==> src/rtl/vsl_pkg.sv <==
package vsl_pkg;

    // sample width, Q16.16 by default
    localparam int SW = 32;
    localparam int TS_W = 32;

    // step length: up to (2^32 - 1) ms times 1000 us
    localparam int PW = 42;
    localparam int CHUNK_W = 16;
    localparam int PCH = (PW + CHUNK_W - 1) / CHUNK_W;
    localparam int PPW = PCH * CHUNK_W;
    localparam int KW = (PCH > 1) ? $clog2(PCH) : 1;

    // denominator p + T and divider remainder
    localparam int DEN_W = PW + 1;
    localparam int RW = DEN_W + 1;

    // frequency quotient 1000*65536/d stays below 2^26
    localparam int FREQ_QW = 26;
    localparam int QW = (SW + 1 > FREQ_QW) ? SW + 1 : FREQ_QW;
    localparam int DW = SW + PW;
    localparam int CW = $clog2(QW + 1);

    // multiplier operand a holds either the magnitude or the ms step
    localparam int MAW = (SW > TS_W) ? SW : TS_W;

    // configuration port
    localparam int CFG_W = (SW > 32) ? SW : 32;
    localparam int CFG_IDX_W = 1;
    localparam logic [CFG_IDX_W-1:0] CFG_TIME_CONSTANT = 1'b0;
    localparam logic [CFG_IDX_W-1:0] CFG_START_VALUE = 1'b1;

    localparam logic [31:0] TC_RESET = 32'd1000000;
    localparam logic [CHUNK_W-1:0] MS_TO_US = 16'd1000;
    localparam logic [TS_W-1:0] FREQ_NUM = 32'd65536000;
    localparam logic [QW-1:0] SMAX_Q = QW'((64'd1 << (SW - 1)) - 64'd1);

    typedef enum logic [1:0] {
        OP_TIMED  = 2'd0,
        OP_FREQ   = 2'd1,
        OP_PERIOD = 2'd2,
        OP_NONE   = 2'd3
    } opcode_t;

    typedef enum logic [3:0] {
        S_IDLE,
        S_PMUL,
        S_FDIV,
        S_FWAIT,
        S_PREP,
        S_MUL,
        S_DIV,
        S_DWAIT,
        S_DONE
    } state_t;

    typedef struct packed {
        opcode_t               opcode;
        logic signed [SW-1:0]  sample;
        logic [TS_W-1:0]       timestamp_ms;
        logic [31:0]           explicit_period_us;
    } vsl_in_t;

    typedef struct packed {
        logic signed [SW-1:0]  filtered;
        logic [TS_W-1:0]       period_ms;
    } vsl_out_t;

    typedef struct packed {
        logic           start;
        logic [DW-1:0]  dividend;
        logic [RW-1:0]  divisor;
    } div_req_t;

    typedef struct packed {
        logic           done;
        logic [QW-1:0]  quotient;
    } div_rsp_t;

endpackage

==> src/rtl/vsl_div.sv <==
module vsl_div (
    input  logic               clk,
    input  logic               rst_n,
    input  vsl_pkg::div_req_t  req,
    output vsl_pkg::div_rsp_t  rsp
);
    import vsl_pkg::*;

    logic [RW-1:0] rem_reg, rem_next;
    logic [QW-1:0] low_reg, low_next;
    logic [RW-1:0] divisor_reg, divisor_next;
    logic [CW-1:0] cnt_reg, cnt_next;
    logic          busy_reg, busy_next;
    logic          done_reg, done_next;
    logic [RW-1:0] trial;
    logic          fits;

    // one restoring step: shift in the next dividend bit, subtract if it fits
    always_comb
    begin
        trial = {rem_reg[RW-2:0], low_reg[QW-1]};
        fits = (trial >= divisor_reg);
    end

    always_comb
    begin
        rem_next = rem_reg;
        low_next = low_reg;
        divisor_next = divisor_reg;
        cnt_next = cnt_reg;
        busy_next = busy_reg;
        done_next = 1'b0;
        if (req.start)
        begin
            // upper dividend bits are known to lie below the divisor
            rem_next = RW'(req.dividend >> QW);
            low_next = req.dividend[QW-1:0];
            divisor_next = req.divisor;
            cnt_next = CW'(QW);
            busy_next = 1'b1;
        end
        else if (busy_reg)
        begin
            rem_next = fits ? (trial - divisor_reg) : trial;
            low_next = {low_reg[QW-2:0], fits};
            cnt_next = cnt_reg - CW'(1);
            if (cnt_reg == CW'(1))
            begin
                busy_next = 1'b0;
                done_next = 1'b1;
            end
        end
    end

    // control
    always_ff @(posedge clk or negedge rst_n)
    begin
        if (!rst_n)
        begin
            cnt_reg <= '0;
            busy_reg <= 1'b0;
            done_reg <= 1'b0;
        end
        else
        begin
            cnt_reg <= cnt_next;
            busy_reg <= busy_next;
            done_reg <= done_next;
        end
    end

    // datapath
    always_ff @(posedge clk)
    begin
        rem_reg <= rem_next;
        low_reg <= low_next;
        divisor_reg <= divisor_next;
    end

    assign rsp.done = done_reg;
    assign rsp.quotient = low_reg;

endmodule

==> src/rtl/variable_step_lowpass_filter.sv <==
// channel  | direction | handshake             | payload
// in       | input     | in_valid / in_stall   | in_data: opcode, sample, timestamp, period
// out      | output    | out_valid / out_stall | out_data: filtered, period_ms
// cfg      | input     | cfg_valid / cfg_ready | cfg_index, cfg_data
//
// one request at a time; the run time is set by the radix-2 divider (one quotient bit
// per cycle, 33 steps), which opcode 1 runs twice: once for the event frequency,
// once for the filter.
// zero-period and unused-opcode requests finish without using the divider.
// rst_n is asynchronous; after reset the time constant is 1 s and the state is zero.
// a finished result waits in the output register while the next request is taken.
module variable_step_lowpass_filter (
    input  logic                              clk,
    input  logic                              rst_n,
    input  logic                              in_valid,
    output logic                              in_stall,
    input  vsl_pkg::vsl_in_t                  in_data,
    output logic                              out_valid,
    input  logic                              out_stall,
    output vsl_pkg::vsl_out_t                 out_data,
    input  logic                              cfg_valid,
    output logic                              cfg_ready,
    input  logic [vsl_pkg::CFG_IDX_W-1:0]     cfg_index,
    input  logic [vsl_pkg::CFG_W-1:0]         cfg_data
);
    import vsl_pkg::*;

    state_t               state_reg, state_next;
    opcode_t              op_reg, op_next;
    logic                 zero_reg, zero_next;
    logic signed [SW-1:0] x_reg, x_next;
    logic signed [SW-1:0] y_reg, y_next;
    logic [TS_W-1:0]      ts_reg, ts_next;
    logic [TS_W-1:0]      last_ts_reg, last_ts_next;
    logic [TS_W-1:0]      d_reg, d_next;
    logic [31:0]          tc_reg, tc_next;
    logic [PPW-1:0]       p_reg, p_next;
    logic [RW-1:0]        den_reg, den_next;
    logic [SW-1:0]        mag_reg, mag_next;
    logic                 neg_reg, neg_next;
    logic [DW-1:0]        acc_reg, acc_next;
    logic [KW-1:0]        k_reg, k_next;
    vsl_out_t             out_reg, out_next;
    logic                 out_valid_reg, out_valid_next;

    logic                 accept;
    logic                 cfg_we;
    logic                 done_fire;
    logic [TS_W-1:0]      ts_diff;
    logic [SW:0]          delta;
    logic [SW:0]          delta_abs;
    logic [RW-1:0]        den_sum;
    logic [CHUNK_W-1:0]   p_chunk;
    logic [MAW-1:0]       mul_a;
    logic [CHUNK_W-1:0]   mul_b;
    logic [MAW+CHUNK_W-1:0] mul_prod;
    logic [SW-1:0]        y_step;
    logic [SW-1:0]        freq_x;
    div_req_t             div_req;
    div_rsp_t             div_rsp;

    vsl_div u_div (
        .clk   (clk),
        .rst_n (rst_n),
        .req   (div_req),
        .rsp   (div_rsp)
    );

    // handshakes
    assign in_stall = (state_reg != S_IDLE);
    assign cfg_ready = (state_reg == S_IDLE);
    assign accept = in_valid && !in_stall;
    assign cfg_we = cfg_valid && cfg_ready;
    assign done_fire = (state_reg == S_DONE) && (!out_valid_reg || !out_stall);
    assign out_valid = out_valid_reg;
    assign out_data = out_reg;

    // shared arithmetic
    always_comb
    begin
        ts_diff = in_data.timestamp_ms - last_ts_reg;
        delta = {x_reg[SW-1], x_reg} - {y_reg[SW-1], y_reg};
        delta_abs = delta[SW] ? (-delta) : delta;
        den_sum = RW'(p_reg[PW-1:0]) + RW'(tc_reg);
        p_chunk = p_reg[k_reg * CHUNK_W +: CHUNK_W];
        // ms-to-us scaling and the partial products share one multiplier
        mul_a = (state_reg == S_PMUL) ? MAW'(d_reg) : MAW'(mag_reg);
        mul_b = (state_reg == S_PMUL) ? MS_TO_US : p_chunk;
        mul_prod = mul_a * mul_b;
        y_step = neg_reg ? (y_reg - div_rsp.quotient[SW-1:0])
                         : (y_reg + div_rsp.quotient[SW-1:0]);
        freq_x = (div_rsp.quotient > SMAX_Q) ? SMAX_Q[SW-1:0]
                                             : div_rsp.quotient[SW-1:0];
    end

    // next state
    always_comb
    begin
        state_next = state_reg;
        case (state_reg)
            S_IDLE:
            begin
                if (accept)
                begin
                    case (in_data.opcode)
                        OP_TIMED, OP_FREQ:
                            state_next = S_PMUL;
                        OP_PERIOD:
                            state_next = (in_data.explicit_period_us == '0) ? S_DONE : S_PREP;
                        default:
                            state_next = S_IDLE;
                    endcase
                end
            end
            S_PMUL:
                state_next = (op_reg == OP_FREQ) ? S_FDIV : S_PREP;
            S_FDIV:
                state_next = S_FWAIT;
            S_FWAIT:
                if (div_rsp.done)
                    state_next = S_PREP;
            S_PREP:
                state_next = S_MUL;
            S_MUL:
                if (k_reg == KW'(PCH - 1))
                    state_next = S_DIV;
            S_DIV:
                state_next = S_DWAIT;
            S_DWAIT:
                if (div_rsp.done)
                    state_next = S_DONE;
            S_DONE:
                if (done_fire)
                    state_next = S_IDLE;
            default:
                state_next = S_IDLE;
        endcase
    end

    // datapath and unit control per state
    always_comb
    begin
        op_next = op_reg;
        zero_next = zero_reg;
        x_next = x_reg;
        y_next = y_reg;
        ts_next = ts_reg;
        last_ts_next = last_ts_reg;
        d_next = d_reg;
        tc_next = tc_reg;
        p_next = p_reg;
        den_next = den_reg;
        mag_next = mag_reg;
        neg_next = neg_reg;
        acc_next = acc_reg;
        k_next = k_reg;
        out_next = out_reg;
        out_valid_next = out_valid_reg && out_stall;
        div_req.start = 1'b0;
        div_req.dividend = acc_reg;
        div_req.divisor = den_reg;

        // configuration writes
        if (cfg_we)
        begin
            case (cfg_index)
                CFG_TIME_CONSTANT:
                    if (cfg_data[31:0] != '0)
                        tc_next = cfg_data[31:0];
                CFG_START_VALUE:
                    y_next = cfg_data[SW-1:0];
                default:
                    tc_next = tc_reg;
            endcase
        end

        case (state_reg)
            S_IDLE:
            begin
                if (accept)
                begin
                    op_next = in_data.opcode;
                    x_next = in_data.sample;
                    ts_next = in_data.timestamp_ms;
                    d_next = (ts_diff == '0) ? TS_W'(1) : ts_diff;
                    p_next = PPW'(in_data.explicit_period_us);
                    zero_next = (in_data.opcode == OP_PERIOD)
                                && (in_data.explicit_period_us == '0);
                end
            end
            S_PMUL:
            begin
                // step in microseconds
                p_next = PPW'(mul_prod);
            end
            S_FDIV:
            begin
                // rounded event frequency
                div_req.start = 1'b1;
                div_req.dividend = DW'(FREQ_NUM + {1'b0, d_reg[TS_W-1:1]});
                div_req.divisor = RW'(d_reg);
            end
            S_FWAIT:
                if (div_rsp.done)
                    x_next = freq_x;
            S_PREP:
            begin
                // rounding term seeds the product accumulator
                den_next = den_sum;
                neg_next = delta[SW];
                mag_next = delta_abs[SW-1:0];
                acc_next = DW'(den_sum >> 1);
                k_next = '0;
            end
            S_MUL:
            begin
                acc_next = acc_reg + (DW'(mul_prod) << (k_reg * CHUNK_W));
                k_next = k_reg + KW'(1);
            end
            S_DIV:
                div_req.start = 1'b1;
            S_DONE:
            begin
                if (done_fire)
                begin
                    out_valid_next = 1'b1;
                    out_next.filtered = zero_reg ? '0 : y_step;
                    out_next.period_ms = (op_reg inside {OP_TIMED, OP_FREQ}) ? d_reg : '0;
                    if (!zero_reg)
                        y_next = y_step;
                    if (op_reg inside {OP_TIMED, OP_FREQ})
                        last_ts_next = ts_reg;
                end
            end
            default:
                out_next = out_reg;
        endcase
    end

    // control and filter state
    always_ff @(posedge clk or negedge rst_n)
    begin
        if (!rst_n)
        begin
            state_reg <= S_IDLE;
            out_valid_reg <= 1'b0;
            tc_reg <= TC_RESET;
            y_reg <= '0;
            last_ts_reg <= '0;
        end
        else
        begin
            state_reg <= state_next;
            out_valid_reg <= out_valid_next;
            tc_reg <= tc_next;
            y_reg <= y_next;
            last_ts_reg <= last_ts_next;
        end
    end

    // working registers
    always_ff @(posedge clk)
    begin
        op_reg <= op_next;
        zero_reg <= zero_next;
        x_reg <= x_next;
        ts_reg <= ts_next;
        d_reg <= d_next;
        p_reg <= p_next;
        den_reg <= den_next;
        mag_reg <= mag_next;
        neg_reg <= neg_next;
        acc_reg <= acc_next;
        k_reg <= k_next;
        out_reg <= out_next;
    end

`ifndef SYNTHESIS
    a_div_done_in_wait: assert property (@(posedge clk) disable iff (!rst_n)
        div_rsp.done |-> (state_reg == S_FWAIT || state_reg == S_DWAIT))
        else $error("divider finished outside a wait state");

    a_out_from_done: assert property (@(posedge clk) disable iff (!rst_n)
        (out_valid_reg && !$past(out_valid_reg)) |-> ($past(state_reg) == S_DONE))
        else $error("result appeared without a finished request");

    a_step_bounded: assert property (@(posedge clk) disable iff (!rst_n)
        (state_reg == S_DONE && !zero_reg) |-> (div_rsp.quotient <= QW'(mag_reg)))
        else $error("filter step larger than input difference");
`endif

endmodule
==> config.mk <==
export PLATFORM = sky130hd
export DESIGN_NAME = variable_step_lowpass_filter
export DESIGN_NICKNAME = d
export VERILOG_FILES = /design/src/rtl/vsl_pkg.sv /design/src/rtl/vsl_div.sv /design/src/rtl/variable_step_lowpass_filter.sv
export SDC_FILE = /design/constraint.sdc
export NUM_CORES = 2
export LEC_CHECK = 0
export BUFFER_PORTS_ARGS = -buffer_cell sky130_fd_sc_hd__buf_4
export CORE_MARGIN = 4
export CORE_UTILIZATION = 60
export DETAILED_ROUTE_END_ITERATION = 12
export PLACE_DENSITY = 0.76
export SLEW_MARGIN = 20
export SYNTH_ARGS = -nofsm -noshare
export SYNTH_HDL_FRONTEND = slang
export SYNTH_SLANG_ARGS = --single-unit
export TNS_END_PERCENT = 5
==> constraint.sdc <==
create_clock -name clk -period 20.4 [get_ports clk]
set_clock_uncertainty 0.05 [all_clocks]
set_input_delay 1.02 -clock clk [delete_from_list [all_inputs] [get_ports clk]]
set_output_delay 1.02 -clock clk [all_outputs]
set_load 0.01 [all_outputs]
==> impl_metrics.json <==
{
  "die_area_um2": 98200,
  "start_kind": "flop",
  "rsz0062_at_grt": "false",
  "slew_viol_final": 0,
  "cap_viol_max_count": 0,
  "setup_violations": 0,
  "routedWlPerCell_um": 27.8,
  "drtIter0Drc": 6076,
  "gp_congestion": 1.10,
  "firstDrtPassIters": 9,
  "slew_headroom": 0.171,
  "largest_reg_flops": 74,
  "min_path_type": "in2async",
  "synthTopCellsByArea": "edfxtp_1 (26%), fa_1 (15%), ha_1 (8.3%), nand2_1 (5.9%), inv_1 (4.6%)",
  "drive_gt1_frac": 0.0831,
  "yosys.area.top_type": "edfxtp_1",
  "yosys_warnings": 0,
  "final_cells": 7581,
  "grt_pass1_vias": 47200,
  "crit_path_end_kind": "flop",
  "fin_util": 0.663,
  "r2r-end": "acc_reg[73]",
  "cts.clk_slew.worst_paths_ns": 0.06,
  "synth.avg_cell_area_um2": 9.03,
  "tightest_slew_ns": 1.23,
  "critPathMaxStageDelay_ns": 1.03,
  "crit_slowest_cell": "and2_1",
  "netlist_top_cells_count": "nand2_1 (885), inv_1 (683), nor2_1 (547)",
  "vias": 48800,
  "yosysSeqAreaShare": 0.307,
  "grt_pass1_wl_um": 307000,
  "critPathArrivalTime_ns": 14.11,
  "cts_tree": "yes",
  "viasPerCell": 6.43,
  "clock_sinks": 591,
  "run_status": "complete, no violations",
  "r2r_start": "state_reg[2]",
  "numCtsBuffers": 71,
  "grt_use_total": 0.423,
  "dp.cells": 7443,
  "antenna_found_initial": 14,
  "die_w_um": 313,
  "clkLatencyLatePin_ns": 0.66,
  "fin_tns_setup_ns": 0,
  "cp_max_fo": 73,
  "portBuffers": 202,
  "ys.flop_type": "edfxtp_1",
  "synth_edf_count": 480,
  "postCtsSetupBuffers": 0,
  "async_flop_share": 0.184,
  "netlist.area_leader.share": 0.258,
  "io-pin-count": 203,
  "coreArea_um2": 92100,
  "syn-num-nets": 7122,
  "r2r_slack_ns": 6.65,
  "grt_start_max_net_pins": 100,
  "crit_type": "reg2reg",
  "synthCells": 6193,
  "crit_path_frequent_cell": "fa_1",
  "cts_resized": 0,
  "ctsHtreeMaxLevel": 3,
  "drc": 0,
  "required_ns": 20.76,
  "grt_overflow": 0,
  "dp_hpwl_um": 165000,
  "rows": 111,
  "final_antenna_net_count": 0,
  "hold_viol_final": 0,
  "initial_core_util": 0.608,
  "cts_hold_buf": 0,
  "final_nets": 7203,
  "layout_min_cycle_time_ns": 13.75,
  "ys_seq_elements": 591,
  "routed_wirelength_um": 211000,
  "max_freq_mhz": 72.8,
  "fp.dieH_um": 313,
  "worst_r2r_path_depth": 37,
  "synth_most_common_cell": "nand2_1",
  "synthDistinctLibCells": 100,
  "clockRootBuffer": "clkbuf_16",
  "synth_area_um2": 55900,
  "fin_crit_sh": 0.674,
  "syn_to_final_growth_pct": 9.17,
  "max-clock-path-buffers": 3
}
how the worst max path moves through the flow:
stage | start | end | slack [ns]
2_1_floorplan | k_reg[0] | acc_reg[58] | 9.53
3_3_place_gp | state_reg[2] | acc_reg[47] | 6.86
3_5_place_dp | state_reg[2] | acc_reg[73] | 6.84
4_1_cts | state_reg[2] | acc_reg[72] | 6.86
5_1_grt | state_reg[2] | acc_reg[58] | 6.14
6_report | state_reg[2] | acc_reg[73] | 6.65
worst max-delay path: cells and delay by family, from the launching register on:
kind                     cells  cell delay (ns)
AO/OA/AOI/OAI               16             4.49
adder cells (fa/ha/maj)      8             3.77
AND/OR/NAND/NOR              7             2.62
buffers and inverters        4             0.88
flip-flops                   1             0.78
XOR/XNOR                     1             0.42
multiplexers                 1             0.37
final cells by class:
type                            count  area (µm²)
Sequential cell                   591       17200
Inverter                          683        2570
Multi-Input combinational cell   4660       35300
Tap cell                         1243        1560
Clock buffer                       97        2060
Timing Repair Buffer              267        2020
Clock inverter                     34         345
Fill cell                        7609       31000
Antenna cell                        6        15.0
stage by stage:
stage / hold WS, ns / instance area, µm² / setup WS (ns)
floorplan: 0.376 / 55900 / 9.53
global placement: 0.381 / 58600 / 6.86
detailed placement: 0.392 / 58600 / 6.84
CTS: 0.395 / 61000 / 6.86
global route: 0.399 / 61100 / 6.14
finish: 0.378 / 61100 / 6.65
per-layer routing:
layer  wire length [µm]  track usage  vias up
met3              26100        0.123      663
li1                   -            -    21400
met2              92100        0.654     3185
met5                 51            0        -
met1              76100        0.532    23600
met4              16200        0.249        8
cells by family after synthesis:
logic type               count (synthesis)  synth area share
multiplexers                           129            0.0245
flip-flops                             591             0.307
adder cells (fa/ha/maj)                793             0.234
AND/OR/NAND/NOR                       2111             0.170
AO/OA/AOI/OAI                         1290             0.147
XOR/XNOR                               337            0.0528
buffers and inverters                  942            0.0635
cell usage in the layout, fill, tap and decap left out, types with 40 or more instances in the layout:
master     synthesis  layout
nand2_1          885     882
inv_1            683     680
nor2_1           547     543
edfxtp_1         480     480
fa_1             424     424
ha_1             369     369
a21oi_1          355     355
o21ai_0          311     310
buf_4              1     265
xnor2_1          218     218
a21o_1           184     184
xor2_1           119     119
nand3_1          107     105
dfrtp_1          102     101
nor2b_1           92      92
and3_1            88      88
nor3_1            89      84
clkbuf_16          0      76
and2_1            73      73
nand4_1           67      67
mux2_2            65      65
mux2i_1           64      64
a31oi_1           52      52
nand2b_1          42      40
Power is left out: the tool's default activity adds up to more than one toggle a clock period on the data nets, which glitch-free logic cannot reach.
